--- src/hw/rtl/sdspi_pkg.sv ---
// shared types and constants for the sd spi command engine
`default_nettype none
package sdspi_pkg;
  localparam int BlockBytesDef = 512;
  localparam int MaxResponseDef = 5;

  localparam logic [1:0] OP_CMD = 2'd0;
  localparam logic [1:0] OP_READ = 2'd1;
  localparam logic [1:0] OP_BYTE = 2'd2;

  localparam logic [1:0] ERR_NONE = 2'd0;
  localparam logic [1:0] ERR_RESP = 2'd1;
  localparam logic [1:0] ERR_TOKEN = 2'd2;

  localparam logic [1:0] KIND_NONE = 2'd0;
  localparam logic [1:0] KIND_RESP = 2'd1;
  localparam logic [1:0] KIND_DATA = 2'd2;

  // work kinds passed from front to back
  localparam logic [2:0] JOB_SEND = 3'd0;   // send mosi byte with optional rx
  localparam logic [2:0] JOB_NOSEND = 3'd1; // rx only, no mosi
  localparam logic [2:0] JOB_IDLE4 = 3'd2;  // four idle bytes then finish ok
  localparam logic [2:0] JOB_FIN = 3'd3;    // finish with error code
  localparam logic [2:0] JOB_CMD = 3'd4;    // full command burst

  typedef struct packed {
    logic [2:0]  job;
    logic [7:0]  mosi;
    logic [7:0]  rx;
    logic [1:0]  kind;
    logic [1:0]  err;
    logic [7:0]  status;
    logic        hold;      // keep selected on success
    logic        more;      // another job of the same item follows
    logic [39:0] cmd;       // command byte and argument
    logic [7:0]  crcb;
  } job_t;

  function automatic logic [6:0] crc7_byte(input logic [6:0] crc, input logic [7:0] data);
    logic [6:0] c;
    logic       fb;
    c = crc;
    for (int i = 7; i >= 0; i--) begin
      fb = c[6] ^ data[i];
      c = {c[5:0], 1'b0};
      if (fb) c = c ^ 7'h09;
    end
    return c;
  endfunction
endpackage
`default_nettype wire

--- src/hw/rtl/sd_spi_command_engine.sv ---
// top level of the sd card spi command engine
// an accepted item passes through the job queue and then the output register
// one result item per cycle while out_stall is low; a command request expands into seven items
// a card byte item enters every cycle while the four-entry job queue has room for two
// reset (rst_n low, synchronous) deselects the card, returns to idle, crc off, poll limit 16
`default_nettype none
module sd_spi_command_engine #(
  parameter int BLOCK_BYTES = sdspi_pkg::BlockBytesDef,
  parameter int MAX_RESPONSE = sdspi_pkg::MaxResponseDef
) (
  input  wire         clk,
  input  wire         rst_n,
  input  wire         psel,
  input  wire         penable,
  input  wire         pwrite,
  input  wire [2:0]   paddr,
  input  wire [31:0]  pwdata,
  output logic [31:0] prdata,
  output logic        pready,
  input  wire         in_valid,
  output logic        in_stall,
  input  wire [1:0]   in_opcode,
  input  wire [5:0]   in_cmd_index,
  input  wire [31:0]  in_cmd_argument,
  input  wire         in_keep_selected,
  input  wire [2:0]   in_response_bytes,
  input  wire [9:0]   in_read_count,
  input  wire [7:0]   in_card_byte,
  output logic        out_valid,
  input  wire         out_stall,
  output logic [7:0]  out_mosi_byte,
  output logic        out_mosi_valid,
  output logic        out_card_select,
  output logic [7:0]  out_rx_byte,
  output logic [1:0]  out_rx_kind,
  output logic [7:0]  out_status_byte,
  output logic [1:0]  out_error_code,
  output logic        out_done_res,
  output logic        out_last
);
  import sdspi_pkg::*;

  localparam logic [2:0] ADDR_CRC = 3'd0;
  localparam logic [2:0] ADDR_POLL = 3'd4;

  logic       crc_en_r;
  logic [7:0] poll_r;
  logic       wr;
  job_t       j1, j2, head;
  logic       p1, p2, room2, nempty, pop;

  // config registers
  assign pready = 1'b1;
  assign wr = psel && penable && pwrite;
  always_ff @(posedge clk) begin
    if (!rst_n) begin
      crc_en_r <= 1'b0;
      poll_r <= 8'd16;
    end else if (wr) begin
      if (paddr == ADDR_CRC) crc_en_r <= pwdata[0];
      if (paddr == ADDR_POLL) poll_r <= pwdata[7:0];
    end
  end
  always_comb begin
    prdata = 32'd0;
    if (paddr == ADDR_CRC) prdata = {31'd0, crc_en_r};
    else if (paddr == ADDR_POLL) prdata = {24'd0, poll_r};
  end

  // front: protocol state, turns each item into jobs
  sdspi_front #(.BLOCK_BYTES(BLOCK_BYTES), .MAX_RESPONSE(MAX_RESPONSE)) u_front (
    .clk(clk), .rst_n(rst_n), .crc_enable(crc_en_r), .poll_limit(poll_r),
    .in_valid(in_valid), .in_stall(in_stall), .in_opcode(in_opcode),
    .in_cmd_index(in_cmd_index), .in_cmd_argument(in_cmd_argument),
    .in_keep_selected(in_keep_selected), .in_response_bytes(in_response_bytes),
    .in_read_count(in_read_count), .in_card_byte(in_card_byte),
    .q_push(p1), .q_data(j1), .q_push2(p2), .q_data2(j2), .q_room2(room2)
  );

  // decoupling queue
  sdspi_queue #(.DEPTH(4)) u_queue (
    .clk(clk), .rst_n(rst_n), .push(p1), .push_data(j1), .push2(p2),
    .push_data2(j2), .room2(room2), .not_empty(nempty), .head(head), .pop(pop)
  );

  // back: emits result items from the output register
  sdspi_back u_back (
    .clk(clk), .rst_n(rst_n), .q_not_empty(nempty), .q_head(head), .q_pop(pop),
    .out_valid(out_valid), .out_stall(out_stall), .out_mosi_byte(out_mosi_byte),
    .out_mosi_valid(out_mosi_valid), .out_card_select(out_card_select),
    .out_rx_byte(out_rx_byte), .out_rx_kind(out_rx_kind),
    .out_status_byte(out_status_byte), .out_error_code(out_error_code),
    .out_done_res(out_done_res), .out_last(out_last)
  );
endmodule
`default_nettype wire

--- src/hw/rtl/sdspi_front.sv ---
// front part: protocol state, classifies each item into back jobs
`default_nettype none
module sdspi_front #(
  parameter int BLOCK_BYTES = sdspi_pkg::BlockBytesDef,
  parameter int MAX_RESPONSE = sdspi_pkg::MaxResponseDef
) (
  input  wire                 clk,
  input  wire                 rst_n,
  input  wire                 crc_enable,
  input  wire [7:0]           poll_limit,
  input  wire                 in_valid,
  output logic                in_stall,
  input  wire [1:0]           in_opcode,
  input  wire [5:0]           in_cmd_index,
  input  wire [31:0]          in_cmd_argument,
  input  wire                 in_keep_selected,
  input  wire [2:0]           in_response_bytes,
  input  wire [9:0]           in_read_count,
  input  wire [7:0]           in_card_byte,
  output logic                q_push,
  output sdspi_pkg::job_t     q_data,
  output logic                q_push2,
  output sdspi_pkg::job_t     q_data2,
  input  wire                 q_room2
);
  import sdspi_pkg::*;

  localparam logic [2:0] PH_IDLE = 3'd0;
  localparam logic [2:0] PH_R1 = 3'd1;
  localparam logic [2:0] PH_RESP = 3'd2;
  localparam logic [2:0] PH_TOKEN = 3'd3;
  localparam logic [2:0] PH_DATA = 3'd4;
  localparam int DW = $clog2(BLOCK_BYTES + 1);
  localparam int RW = $clog2(MAX_RESPONSE + 1);

  logic [2:0]    phase_r, phase_nxt;
  logic [7:0]    polls_r, polls_nxt;
  logic [RW-1:0] resp_r, resp_nxt;
  logic [DW-1:0] data_r, data_nxt;
  logic [7:0]    status_r, status_nxt;
  logic          hold_r, hold_nxt;
  logic          rdp_r, rdp_nxt;

  logic          acc;
  logic [7:0]    lim;
  logic [7:0]    pl;
  logic [RW-1:0] rl;
  logic [DW-1:0] dc;
  logic [7:0]    cmd;
  logic [6:0]    crc;
  logic [7:0]    crcb;
  logic [7:0]    b;
  job_t          j1, j2;
  logic          p1, p2;

  assign in_stall = !q_room2;
  assign acc = in_valid && q_room2;
  assign lim = (poll_limit == 8'd0) ? 8'd1 : poll_limit;
  assign b = in_card_byte;
  assign cmd = {2'b01, in_cmd_index};

  always_comb begin
    crc = crc7_byte(7'd0, cmd);
    crc = crc7_byte(crc, in_cmd_argument[31:24]);
    crc = crc7_byte(crc, in_cmd_argument[23:16]);
    crc = crc7_byte(crc, in_cmd_argument[15:8]);
    crc = crc7_byte(crc, in_cmd_argument[7:0]);
  end

  always_comb begin
    if (crc_enable) crcb = {crc, 1'b1};
    else if (in_cmd_index == 6'd0) crcb = 8'h95;
    else if (in_cmd_index == 6'd8) crcb = 8'h69;
    else crcb = 8'h00;
  end

  always_comb begin
    if (in_response_bytes == 3'd0) rl = RW'(1);
    else if (int'(in_response_bytes) > MAX_RESPONSE) rl = RW'(MAX_RESPONSE);
    else rl = RW'(in_response_bytes);
    if (int'(in_read_count) > BLOCK_BYTES) dc = DW'(BLOCK_BYTES);
    else dc = DW'(in_read_count);
  end

  always_comb begin
    logic [RW-1:0] rd;
    logic [DW-1:0] dd;
    phase_nxt = phase_r;
    polls_nxt = polls_r;
    resp_nxt = resp_r;
    data_nxt = data_r;
    status_nxt = status_r;
    hold_nxt = hold_r;
    rdp_nxt = rdp_r;
    pl = (polls_r > 8'd0) ? polls_r - 8'd1 : 8'd0;
    rd = (resp_r > RW'(0)) ? resp_r - RW'(1) : RW'(0);
    dd = (data_r > DW'(0)) ? data_r - DW'(1) : DW'(0);
    p1 = 1'b0;
    p2 = 1'b0;
    j1 = '0;
    j2 = '0;
    j1.job = JOB_SEND;
    j1.mosi = 8'hFF;
    j1.hold = hold_r;
    j1.status = status_r;
    j2 = j1;
    if (acc) begin
      if ((in_opcode == OP_CMD || in_opcode == OP_READ) && phase_r == PH_IDLE) begin
        p1 = 1'b1;
        j1.job = JOB_CMD;
        j1.cmd = {cmd, in_cmd_argument};
        j1.crcb = crcb;
        j1.status = 8'd0;
        status_nxt = 8'd0;
        hold_nxt = in_keep_selected;
        rdp_nxt = (in_opcode == OP_READ);
        resp_nxt = rl - RW'(1);
        data_nxt = (in_opcode == OP_READ) ? dc : DW'(0);
        polls_nxt = lim;
        phase_nxt = PH_R1;
      end else if (in_opcode == OP_BYTE) begin
        unique case (phase_r)
          PH_R1: begin
            polls_nxt = pl;
            p1 = 1'b1;
            if (!b[7]) begin
              status_nxt = b;
              j1.status = b;
              if (resp_r > RW'(0)) begin
                phase_nxt = PH_RESP;
              end else if (rdp_r) begin
                phase_nxt = PH_TOKEN;
                polls_nxt = lim;
              end else begin
                j1.job = JOB_FIN;
                phase_nxt = PH_IDLE;
              end
            end else if (pl == 8'd0) begin
              status_nxt = b;
              j1.status = b;
              j1.job = JOB_FIN;
              j1.err = ERR_RESP;
              phase_nxt = PH_IDLE;
            end
          end
          PH_RESP: begin
            resp_nxt = rd;
            p1 = 1'b1;
            j1.rx = b;
            j1.kind = KIND_RESP;
            if (rd == RW'(0)) begin
              j1.job = JOB_NOSEND;
              j1.more = 1'b1;
              p2 = 1'b1;
              if (rdp_r) begin
                phase_nxt = PH_TOKEN;
                polls_nxt = lim;
              end else begin
                j2.job = JOB_FIN;
                phase_nxt = PH_IDLE;
              end
            end
          end
          PH_TOKEN: begin
            polls_nxt = pl;
            p1 = 1'b1;
            if (b == 8'hFE) begin
              if (data_r > DW'(0)) phase_nxt = PH_DATA;
              else begin
                j1.job = JOB_IDLE4;
                phase_nxt = PH_IDLE;
              end
            end else if (pl == 8'd0) begin
              j1.job = JOB_FIN;
              j1.err = ERR_TOKEN;
              phase_nxt = PH_IDLE;
            end
          end
          PH_DATA: begin
            data_nxt = dd;
            p1 = 1'b1;
            j1.rx = b;
            j1.kind = KIND_DATA;
            if (dd == DW'(0)) begin
              j1.job = JOB_NOSEND;
              j1.more = 1'b1;
              p2 = 1'b1;
              j2.job = JOB_IDLE4;
              phase_nxt = PH_IDLE;
            end
          end
          default: ;
        endcase
      end
      if (phase_nxt == PH_IDLE) begin
        polls_nxt = 8'd0;
        resp_nxt = RW'(0);
        data_nxt = DW'(0);
        rdp_nxt = 1'b0;
      end
    end
  end

  assign q_push = p1;
  assign q_data = j1;
  assign q_push2 = p2;
  assign q_data2 = j2;

  always_ff @(posedge clk) begin
    if (!rst_n) begin
      phase_r <= PH_IDLE;
      polls_r <= 8'd0;
      resp_r <= RW'(0);
      data_r <= DW'(0);
      status_r <= 8'd0;
      hold_r <= 1'b0;
      rdp_r <= 1'b0;
    end else begin
      phase_r <= phase_nxt;
      polls_r <= polls_nxt;
      resp_r <= resp_nxt;
      data_r <= data_nxt;
      status_r <= status_nxt;
      hold_r <= hold_nxt;
      rdp_r <= rdp_nxt;
    end
  end
endmodule
`default_nettype wire

--- src/hw/rtl/sdspi_queue.sv ---
// short job queue between front and back, takes up to two jobs a cycle
`default_nettype none
module sdspi_queue #(
  parameter int DEPTH = 4
) (
  input  wire                 clk,
  input  wire                 rst_n,
  input  wire                 push,
  input  sdspi_pkg::job_t     push_data,
  input  wire                 push2,
  input  sdspi_pkg::job_t     push_data2,
  output logic                room2,
  output logic                not_empty,
  output sdspi_pkg::job_t     head,
  input  wire                 pop
);
  import sdspi_pkg::*;
  localparam int AW = $clog2(DEPTH);

  job_t        mem_r [DEPTH];
  logic [AW-1:0] wp_r, rp_r;
  logic [AW:0]   cnt_r;
  logic [AW:0]   np;
  logic          dp;

  assign np = {AW'(0), push} + {AW'(0), push2};
  assign dp = pop && not_empty;
  assign room2 = (cnt_r + (AW+1)'(2)) <= (AW+1)'(DEPTH);
  assign not_empty = cnt_r != '0;
  assign head = mem_r[rp_r];

  always_ff @(posedge clk) begin
    if (push) mem_r[wp_r] <= push_data;
    if (push2) mem_r[wp_r + AW'(1)] <= push_data2;
  end

  always_ff @(posedge clk) begin
    if (!rst_n) begin
      wp_r <= '0;
      rp_r <= '0;
      cnt_r <= '0;
    end else begin
      wp_r <= wp_r + np[AW-1:0];
      if (dp) rp_r <= rp_r + AW'(1);
      cnt_r <= cnt_r + np - {AW'(0), dp};
    end
  end
endmodule
`default_nettype wire

--- src/hw/rtl/sdspi_back.sv ---
// back part: expands jobs into result items, tracks card select
`default_nettype none
module sdspi_back (
  input  wire                 clk,
  input  wire                 rst_n,
  input  wire                 q_not_empty,
  input  sdspi_pkg::job_t     q_head,
  output logic                q_pop,
  output logic                out_valid,
  input  wire                 out_stall,
  output logic [7:0]          out_mosi_byte,
  output logic                out_mosi_valid,
  output logic                out_card_select,
  output logic [7:0]          out_rx_byte,
  output logic [1:0]          out_rx_kind,
  output logic [7:0]          out_status_byte,
  output logic [1:0]          out_error_code,
  output logic                out_done_res,
  output logic                out_last
);
  import sdspi_pkg::*;

  logic [2:0] step_r, step_nxt;
  logic       sel_r, sel_nxt;
  logic       ov_r;
  logic [7:0] mb_r, rx_r, st_r, mb;
  logic       mv_r, cs_r, dn_r, ls_r, mv, dn, ls, fin_drop;
  logic [1:0] rk_r, er_r;
  logic       load, endjob;
  logic [2:0] nsteps;

  assign load = q_not_empty && (!ov_r || !out_stall);

  // number of items minus one per job
  always_comb begin
    fin_drop = !q_head.hold || q_head.err != ERR_NONE;
    unique case (q_head.job)
      JOB_CMD:   nsteps = 3'd6;
      JOB_IDLE4: nsteps = fin_drop ? 3'd5 : 3'd4;
      JOB_FIN:   nsteps = fin_drop ? 3'd1 : 3'd0;
      default:   nsteps = 3'd0;
    endcase
  end

  assign endjob = step_r == nsteps;
  assign q_pop = load && endjob;

  always_comb begin
    logic fin_seg;
    mb = 8'hFF;
    mv = 1'b1;
    dn = 1'b0;
    sel_nxt = sel_r;
    step_nxt = endjob ? 3'd0 : step_r + 3'd1;
    fin_seg = 1'b0;
    unique case (q_head.job)
      JOB_CMD: begin
        sel_nxt = 1'b1;
        unique case (step_r)
          3'd0: mb = q_head.cmd[39:32];
          3'd1: mb = q_head.cmd[31:24];
          3'd2: mb = q_head.cmd[23:16];
          3'd3: mb = q_head.cmd[15:8];
          3'd4: mb = q_head.cmd[7:0];
          3'd5: mb = q_head.crcb;
          default: mb = 8'hFF;
        endcase
      end
      JOB_SEND: mb = q_head.mosi;
      JOB_NOSEND: mv = 1'b0;
      JOB_IDLE4: fin_seg = step_r >= 3'd4;
      JOB_FIN: fin_seg = 1'b1;
      default: ;
    endcase
    if (fin_seg) begin
      if (fin_drop) sel_nxt = 1'b0;
      else mv = 1'b0;
      dn = endjob;
    end
    ls = endjob && !q_head.more;
  end

  always_ff @(posedge clk) begin
    if (load) begin
      mb_r <= mv ? mb : 8'd0;
      mv_r <= mv;
      cs_r <= sel_nxt;
      rx_r <= q_head.rx;
      rk_r <= q_head.kind;
      st_r <= q_head.status;
      er_r <= dn ? q_head.err : ERR_NONE;
      dn_r <= dn;
      ls_r <= ls;
    end
  end

  always_ff @(posedge clk) begin
    if (!rst_n) begin
      ov_r <= 1'b0;
      step_r <= 3'd0;
      sel_r <= 1'b0;
    end else begin
      if (load) begin
        ov_r <= 1'b1;
        step_r <= step_nxt;
        sel_r <= sel_nxt;
      end else if (!out_stall) begin
        ov_r <= 1'b0;
      end
    end
  end

  assign out_valid = ov_r;
  assign out_mosi_byte = mb_r;
  assign out_mosi_valid = mv_r;
  assign out_card_select = cs_r;
  assign out_rx_byte = rx_r;
  assign out_rx_kind = rk_r;
  assign out_status_byte = st_r;
  assign out_error_code = er_r;
  assign out_done_res = dn_r;
  assign out_last = ls_r;
endmodule
`default_nettype wire
--- config.mk ---
export PLATFORM = sky130hd
export DESIGN_NAME = sd_spi_command_engine
export DESIGN_NICKNAME = d
export VERILOG_FILES = /design/src/hw/rtl/sdspi_pkg.sv /design/src/hw/rtl/sd_spi_command_engine.sv /design/src/hw/rtl/sdspi_front.sv /design/src/hw/rtl/sdspi_queue.sv /design/src/hw/rtl/sdspi_back.sv
export SDC_FILE = /design/constraint.sdc
export NUM_CORES = 1
export LEC_CHECK = 0
export ABC_AREA = 1
export BUFFER_PORTS_ARGS = -buffer_cell sky130_fd_sc_hd__buf_4
export CORE_MARGIN = 4
export CORE_UTILIZATION = 54
export DETAILED_ROUTE_END_ITERATION = 6
export HOLD_SLACK_MARGIN = 0.15
export PLACE_DENSITY = 0.79
export SLEW_MARGIN = 20
export SYNTH_ARGS = -nofsm -noshare
export SYNTH_HDL_FRONTEND = slang
export SYNTH_SLANG_ARGS = --single-unit
--- constraint.sdc ---
create_clock -name clk -period 4.31 [get_ports clk]
set_input_delay 0.6465 -clock clk [delete_from_list [all_inputs] [get_ports clk]]
set_output_delay 0.6465 -clock clk [all_outputs]
set_load 0.005 [all_outputs]
==> impl_metrics.toml, run 1 <==
[status]
status = "finished, final reports clean"

[cts]
cts.sinks = 373
cts_resized = 0
clk_latency_ps = 540
post_cts.repair.setup_buffers = 0
numCtsBuffers = 39
cts_hold_buffers = 0
cts_max_level = 2
clock-root-buffer = "clkbuf_16"
cts_tree = "done"
cts_max_path_buffers = 3
path_clk_slew_ps = 60

[floorplan]
coreArea_um2 = 32500
die_area_um2 = 35900
die_w_um = 190
initial_core_util = 0.547
fp.dieH_um = 190
rows = 66
floorplan.io_pins = 171

[pwr]
p_leak_uw = 0.00928
pwr-share-seq = 0.387
vdd_drop_max_v = 0.000347
clock_power_share = 0.270
p_comb_frac = 0.343
p_int_uw = 7900
p_sw_uw = 4520
p_sw_frac = 0.364
power.density_nw_per_um2 = 613

[worst_setup_path]
cp.arrival_ps = 4110
path_class = "flop to flop"
crit_required_ps = 4740
ff2ff_path_depth = 14
critical_path.max_fanout = 19
end_kind = "flop"
worstSetupStartpointType = "flop"

[sta]
rsz0062_at_grt = "no"
setup_tns_ps = 0
drv_slew = 0
fin_worst_skew_ps = 20.5
max_freq_mhz = 272
fin_crit_sh = 0.854
tightest_slew_ps = 1070
fin_crit_ps = 3680
hold_viol = 0
setup_viol = 0
maxSlewHeadroom = 0.281
whs_ps = 346

[yosys]
async_reset_ff_frac = 0
synth_compound_area_frac = 0.223
netlist_area_um2 = 17800
ys_warn_count = 0
syn_inst = 2342
syn_avg_cell_area_um2 = 7.60
synthAdderAreaFrac = 0.0117
synthDistinctLibCells = 59
synth_xor_xnor_area_share = 0.00689
ys.flop_type = "dfxtp_1"
synth_top_family_by_area = "compound AO/OA/AOI/OAI gates"
ys_seq_elements = 373
synth_edf_count = 76
yosysSeqAreaShare = 0.462
synth.area.mux_share = 0
synthSimpleGateAreaFrac = 0.186

[routing]
routed_wl_um = 51500
wl_per_cell_um = 17.8
drt_first_pass_iters = 6
drc = 0
drt_iter0_drc = 1862
via_count = 16854
drtAntennaViolNets = 0
via_per_inst = 5.83

[grt]
grt_pass1_wl_um = 80900
grt_pass1_vias = 16036
grt_overflow = 0
grt_antenna_before_repair = 0
grt_start_max_net_pins = 85
grt_usage = 0.275

[placed_design]
gp_congestion = 0.904
hpwl_um = 33600
port_buffers = 121

[final_layout]
drive_gt1_frac = 0.128
fin_util = 0.623
nets = 2540
syn2layout_area_growth_pct = 13.8
diodes = 0

[hold_path]
hp-class = "input port to flop"
holdPathStages = 3

[run]
maxCapViolations = 0
==> state kept, by name (all words and copies together), names as in the netlist, 8 cells and up, named ones only <==
register                flops
u_back.out_rx_byte          8
u_front.polls_r             8
u_back.out_status_byte      8
poll_r                      8
u_queue.mem_r             284
u_back.out_mosi_byte        8
u_front.status_r            8
u_front.data_r             10
==> power by group through the flow <==
stage	combinational (uW)	sequential [uW]	clock, uW
2_1_floorplan	2930	4790	0
3_3_place_gp	4000	4830	0
3_5_place_dp	4150	4860	0
4_1_cts	4200	4800	3370
5_1_grt	4760	4880	3510
6_report	4260	4810	3360
==> cell usage after synthesis, drive strengths merged, types with 54 or more instances <==
library cell | n | area [um^2]
edfxtp | 76 | 2280
a21oi | 162 | 826
nor2 | 168 | 666
clkbuf | 81 | 304
nand2 | 441 | 1760
a22oi | 54 | 405
inv | 349 | 1310
nand3 | 108 | 581
o22ai | 141 | 882
dfxtp | 297 | 5950
o21ai | 273 | 1390
buf | 54 | 327
==> cell families after synthesis <==
family	Yosys count
xor gates and xnor gates	14
AOI/OAI and AO/OA	686
and+or+nand+nor	764
other	2
DFF	373
adders and majority gates	16
buffers and inverters	487
==> worst paths after layout <==
path / startpoint / endpoint / slack (ps)
max: u_queue.cnt_r[2] / u_queue.mem_r[2][67] / 630
min: pwdata[4] / poll_r[4] / 350
max reg2reg: u_queue.cnt_r[2] / u_queue.mem_r[2][67] / 630
min reg2reg: u_queue.mem_r[0][5] / u_queue.mem_r[0][5] / 450
==> routing by layer <==
layer / GRT usage / share of wire
met2: 0.451 / 0.46
met3: 0.0479 / 0.094
met5: 0 / 0
met1: 0.360 / 0.41
met4: 0.120 / 0.042
==> placed cells by master (no fill, tap or decap), types with 7 or more instances in the layout <==
master,n
nand2_2,32
inv_1,321
clkinv_2,11
dfxtp_1,295
conb_1,25
nor2_1,158
ha_1,15
o22ai_1,141
nor4_1,7
nor3_1,17
a221oi_1,9
a21oi_1,157
buf_4,147
clkbuf_8,8
a211oi_1,7
xor2_1,8
clkbuf_16,40
edfxtp_1,76
a22oi_1,54
nand3_1,100
clkinv_1,7
nand4_1,11
inv_2,26
o21ai_0,266
nand2_1,405
nand3_2,8
nor2_2,8
==> stage by stage <==
stage          area (um^2)  std cells  total power (uW)  worst slack (ps)
2_1_floorplan        17900       2365              7730               203
3_3_place_gp         19000       2821              8840               858
3_5_place_dp         19000       2821              9010               705
4_1_cts              20300       2893             12400               740
5_1_grt              20300       2893             13200               346
6_report             20300       2893             12400               629
==> cell type report <==
| class | instances | area [um^2] |
|---|---|---|
| fill | 2830 | 12300 |
| timing repair buffer | 149 | 1140 |
| clock buffer | 54 | 1130 |
| sequential | 373 | 8230 |
| tap | 442 | 553 |
| inverter | 352 | 1320 |
| clock inverter | 18 | 153 |
| multi-input combinational | 1505 | 7730 |
==> critical path, stage by stage (launching register included) <==
cell and delay (ps):
dfxtp_1 340, nor2_1 240, inv_1 80, o211ai_1 170, nand2_1 360, inv_1 350, nand2_1 190, inv_1 130
nand2_1 450, inv_2 180, nand2_1 90, nand2_2 360, inv_2 310, a22oi_1 250, inv_1 60
Note: power is estimated with default switching activity, not from simulation.
==> run 2, diff against run 1 <==
- CELL_PAD_IN_SITES_DETAIL_PLACEMENT: not set -> 0
- CELL_PAD_IN_SITES_GLOBAL_PLACEMENT: not set -> 2
- CORE_UTILIZATION: 54 -> 31
- PLACE_DENSITY: 0.79 -> 0.77
==> run 2 against run 1 <==
Net effect: non-clock buffer count is 6 higher; clock power is 4% higher; clock skew is 1.3 ps lower; global-route usage is 8.9 points lower; combinational power is 1% higher; routed wire length is 14% higher; via count is 4.1% lower; clock-buffer cell count is 13 higher; critical path type unchanged.
==> impl_metrics.toml, run 2 (same netlist as run 1, synthesis figures left out) <==
[routing]
wl_met2_um = 26700
topRoutingLayerUsed = "met4"
drc = 0
via_count = 16171
met3_length_um = 2930
wl_per_cell_um = 18.2
met1_length_um = 27500
routed_wl_um = 58500
drtAntennaViolNets = 0
drt_iter0_drc = 1141
drt_first_pass_iters = 5
via_per_inst = 5.03

[floorplan]
initial_core_util = 0.315
rows = 87
coreArea_um2 = 56600
die_w_um = 248
fp.dieH_um = 248
die_area_um2 = 61300
floorplan.io_pins = 171

[worst_setup_path]
rrSetupSlack_ps = 590
ff2ff_path_depth = 17
crit_buf_inv = 5
cp_cell_sequence = "clkinv_2 > buf_4 > nand2_1 > a32oi_1 > nor3_2 > buf_4 > nand2_1 > nand3_1 > nor2_1 > inv_1 > nor2_1 > ha_1 > inv_1 > ha_1 > fa_1 > o21ai_0 > a21oi_1"
end_kind = "flop"
r2r_end = "u_queue.cnt_r[2]"
cp_slowest_stage_delay_ps = 490
worstSetupStartpointType = "flop"
path_class = "flop to flop"
critical_path.max_fanout = 28
crit_required_ps = 4770
path_delay_family = "buffers and inverters"
cp.arrival_ps = 4180
slowest_stage = "dfxtp_4"

[sta]
fin_worst_skew_ps = 19.1
fin_crit_sh = 0.864
tightest_slew_ps = 1040
setup_tns_ps = 0
maxSlewHeadroom = 0.306
setup_viol = 0
drv_slew = 0
fin_crit_ps = 3720
fin_ws_ps = 586
max_freq_mhz = 269
rsz0062_at_grt = "no"
hold_viol = 0

[cts]
cts_max_level = 2
cts_resized = 0
cts.sinks = 373
numCtsBuffers = 43
clk_latency_ps = 580
cts_tree = "done"
clock-root-buffer = "clkbuf_16"
cts_max_path_buffers = 3
path_clk_slew_ps = 60
post_cts.repair.setup_buffers = 0
cts_hold_buffers = 0

[final_layout]
syn2layout_area_growth_pct = 16.7
biggestRegsByFlops = "u_queue.mem_r (284), u_front.data_r (10)"
top_register = "u_queue.mem_r"
n_fill_cell = 5996
nets = 2550
diodes = 0
seqCellArea_um2 = 8230
drive_gt1_frac = 0.130
final_cell_mix = "405 x nand2_1, 317 x inv_1, 295 x dfxtp_1"
largest_register_ffs = 284
multi_input_area_um2 = 7730
final_common_cell = "nand2_1"

[placed_design]
gp_congestion = 0.822
pre_cts_ws_ps = 596
hpwl_um = 38500
port_buffers = 121

[grt]
grt_start_max_net_pins = 111
grt_usage = 0.186
grt_antenna_before_repair = 1
grt_pass1_wl_um = 89700
grt_overflow = 0
grt_pass1_vias = 15469

[hold_path]
holdPathStages = 3
min_to = "poll_r[0]"
hp-class = "input port to flop"
hold_path_startpoint = "pwdata[0]"

[pwr]
power.density_nw_per_um2 = 607
p_leak_uw = 0.00933
finalPower_uw = 12600
vdd_drop_max_v = 0.000238

[run]
maxCapViolations = 0

[status]
status = "finished, final reports clean"
-- run 2: cell types whose count changed in the layout (fill, tap and decap cells not counted), moves of 2 or more --
cell	previous run	this run
clkinv_2	11	5
inv_2	26	29
buf_12	2	4
inv_1	321	317
bufinv_16	2	0
clkinvlp_4	0	2
buf_4	147	151
clkbuf_1	6	15
clkbuf_16	40	44
-- run 2: how the worst max path moves through the flow --
stage	start	to	cells after the start
2_1_floorplan	out_stall	u_queue.cnt_r[2]	11
3_3_place_gp	flop	u_queue.cnt_r[2]	17
5_1_grt	flop	u_queue.cnt_r[2]	17
6_report	flop	u_queue.cnt_r[2]	17
3_5_place_dp	flop	u_queue.cnt_r[2]	17
4_1_cts	flop	u_queue.cnt_r[2]	17
-- run 2: routing by layer --
layer / track usage / vias to the layer above
met5: 0 / -
met3: 0.0277 / 91
met4: 0.0503 / 0
met2: 0.302 / 432
met1: 0.258 / 7657
li1: - / 7991
-- run 2: cell type report --
type	count	area share
flip-flops and latches	373	0.396
multi-input cells	1505	0.372
inverters	352	0.0636
clock buffers	67	0.0610
repair buffers	155	0.0584
well taps	756	0.0455
clock inverters	10	0.00349
-- run 2: per-stage QoR --
stage / cell area (um^2) / hold WS, ps / cells / utilization
6_report: 20800 / 313 / 3218 / 0.367
5_1_grt: 20800 / 308 / 3218 / 0.367
4_1_cts: 20800 / 285 / 3218 / 0.367
3_5_place_dp: 19400 / 438 / 3141 / 0.343
3_3_place_gp: 19400 / 432 / 3141 / 0.343
2_1_floorplan: 17900 / 421 / 2365 / -
-- run 2: where the power goes --
| group | internal (uW) | leakage [uW] | switching [uW] |
|---|---|---|---|
| logic | 1480 | 0.00555 | 2820 |
| clock network | 2020 | 0.000650 | 1480 |
| registers | 4480 | 0.00313 | 329 |
| total | 7980 | 0.00933 | 4630 |
-- run 2: worst min-delay path, stage by stage --
cell and delay (ps):
buf_4 90, nor2_1 40, nor2_1 80
==> run 3, diff against run 2 <==
- CORE_ASPECT_RATIO: not set -> 0.75
==> run 3 against run 2 <==
Net effect: first-iteration DRC count is 22% higher; global-route usage is 0.32 points higher; combinational power is 1% higher; clock power hardly changed; fmax is 1.6% higher; sequential share of layout area hardly changed; design area hardly changed; routed wire length is 2.4% higher; non-clock buffer count is 2 higher; hold slack better by 0.57 ps; register-to-register slack better by 60 ps; setup slack better by 57 ps; critical endpoint unchanged; highest routed layer unchanged.
==> impl_metrics.toml, run 3 (same netlist as run 1, synthesis figures left out) <==
[hold_path]
holdPathStages = 3
hp-class = "input port to flop"
min_to = "poll_r[4]"
hold_path_startpoint = "pwdata[4]"

[sta]
whs_ps = 314
fin_crit_ps = 3670
fin_crit_sh = 0.851
rsz0062_at_grt = "no"
maxSlewHeadroom = 0.293
hold_viol = 0
setup_viol = 0
setup_tns_ps = 0
tightest_slew_ps = 1060
fin_worst_skew_ps = 18.1
drv_slew = 0
max_freq_mhz = 273

[routing]
drt_first_pass_iters = 5
routed_wl_um = 59900
wl_per_cell_um = 18.5
drc = 0
via_per_inst = 5.02
via_count = 16196
drtAntennaViolNets = 0
drt_iter0_drc = 1388

[final_layout]
drive_gt1_frac = 0.129
largest_register_ffs = 284
final_common_cell = "nand2_1"
syn2layout_area_growth_pct = 16.6
nets = 2549
n_fill_cell = 5948
top_register = "u_queue.mem_r"
diodes = 0
final_cell_mix = "405 x nand2_1, 318 x inv_1, 295 x dfxtp_1"
biggestRegsByFlops = "u_queue.mem_r (284), u_front.data_r (10)"

[worst_setup_path]
cp_cell_sequence = "buf_4 > nand2_1 > a32o_1 > nand3_1 > nand2_1 > xor2_1 > nand3_1 > nor2_1 > inv_1 > nor2_1 > ha_1 > inv_1 > ha_1 > fa_1 > o21ai_0 > a21oi_1"
ff2ff_path_depth = 16
path_delay_family = "buffers and inverters"
critical_path.max_fanout = 81
worstSetupStartpointType = "flop"
cp_slowest_stage_delay_ps = 680
cp.arrival_ps = 4110
r2r_end = "u_queue.cnt_r[2]"
crit_required_ps = 4760
slowest_stage = "buf_4"
path_class = "flop to flop"
crit_buf_inv = 3
end_kind = "flop"
rrSetupSlack_ps = 640

[cts]
cts_hold_buffers = 0
cts_max_path_buffers = 3
path_clk_slew_ps = 60
cts.sinks = 373
cts_tree = "done"
numCtsBuffers = 40
post_cts.repair.setup_buffers = 0
clk_latency_ps = 560
clock-root-buffer = "clkbuf_16"
cts_resized = 0
cts_max_level = 2

[floorplan]
rows = 75
floorplan.io_pins = 171
initial_core_util = 0.316
fp.dieH_um = 216
die_w_um = 285
die_area_um2 = 61400
coreArea_um2 = 56400

[placed_design]
hpwl_um = 40300
gp_congestion = 0.845
port_buffers = 121

[pwr]
clock_power_share = 0.276
pwr-share-seq = 0.379
p_comb_frac = 0.345
power.density_nw_per_um2 = 610
p_int_uw = 7980
p_sw_uw = 4670
p_leak_uw = 0.00933
vdd_drop_max_v = 0.000278
p_sw_frac = 0.369

[run]
maxCapViolations = 0

[grt]
grt_usage = 0.189
grt_pass1_vias = 15359
grt_start_max_net_pins = 82
grt_pass1_wl_um = 91800
grt_antenna_before_repair = 0
grt_overflow = 0

[status]
status = "finished, final reports clean"
## run 3: power groups by stage
stage                     Clock, uW  Combinational, uW  Sequential, uW
after floorplan                   0               2930            4790
after global placement            0               4320            4850
after detailed placement          0               4360            4870
after CTS                      3600               4390            4800
after global routing           3740               4940            4860
final                          3500               4360            4790
## run 3: worst max-delay path by stage
stage               slack (ps)       from               end  depth (start not counted)
finish                     640       flop  u_queue.cnt_r[2]                         16
global route               310       flop  u_queue.cnt_r[2]                         16
CTS                        650       flop  u_queue.cnt_r[2]                         16
detailed placement         660       flop  u_queue.cnt_r[2]                         16
global placement           650       flop  u_queue.cnt_r[2]                         16
floorplan                  200  out_stall  u_queue.cnt_r[2]                         11
## run 3: area by class of cell
cell class                 instances  area, um^2  area share
sequential                       373        8230       0.397
clock buffer                      58        1100      0.0529
inverter                         352        1320      0.0637
timing repair buffer             157        1220      0.0586
clock inverter                    14         203     0.00976
tap                              770         963      0.0464
multi-input combinational       1505        7730       0.372
## run 3: metrics by stage
stage,setup slack [ps],std cells,area (um^2),total power (uW),utilization
2_1_floorplan,203,2365,17900,7730,-
3_3_place_gp,649,3157,19500,9170,0.345
3_5_place_dp,662,3157,19500,9230,0.345
4_1_cts,647,3229,20800,12800,0.368
5_1_grt,309,3229,20800,13500,0.368
6_report,643,3229,20800,12700,0.368
## run 3: tightest hold or removal path, stage by stage
cell	delay (ps)
buf_4	80
a21oi_1	50
o21ai_0	60
## run 3: layer usage
metal	vias up	global-route usage	wire length, um
li1	8006	-	-
met1	7712	0.282	29500
met2	419	0.291	26300
met3	59	0.0268	3250
met4	0	0.0376	822
met5	-	0	0
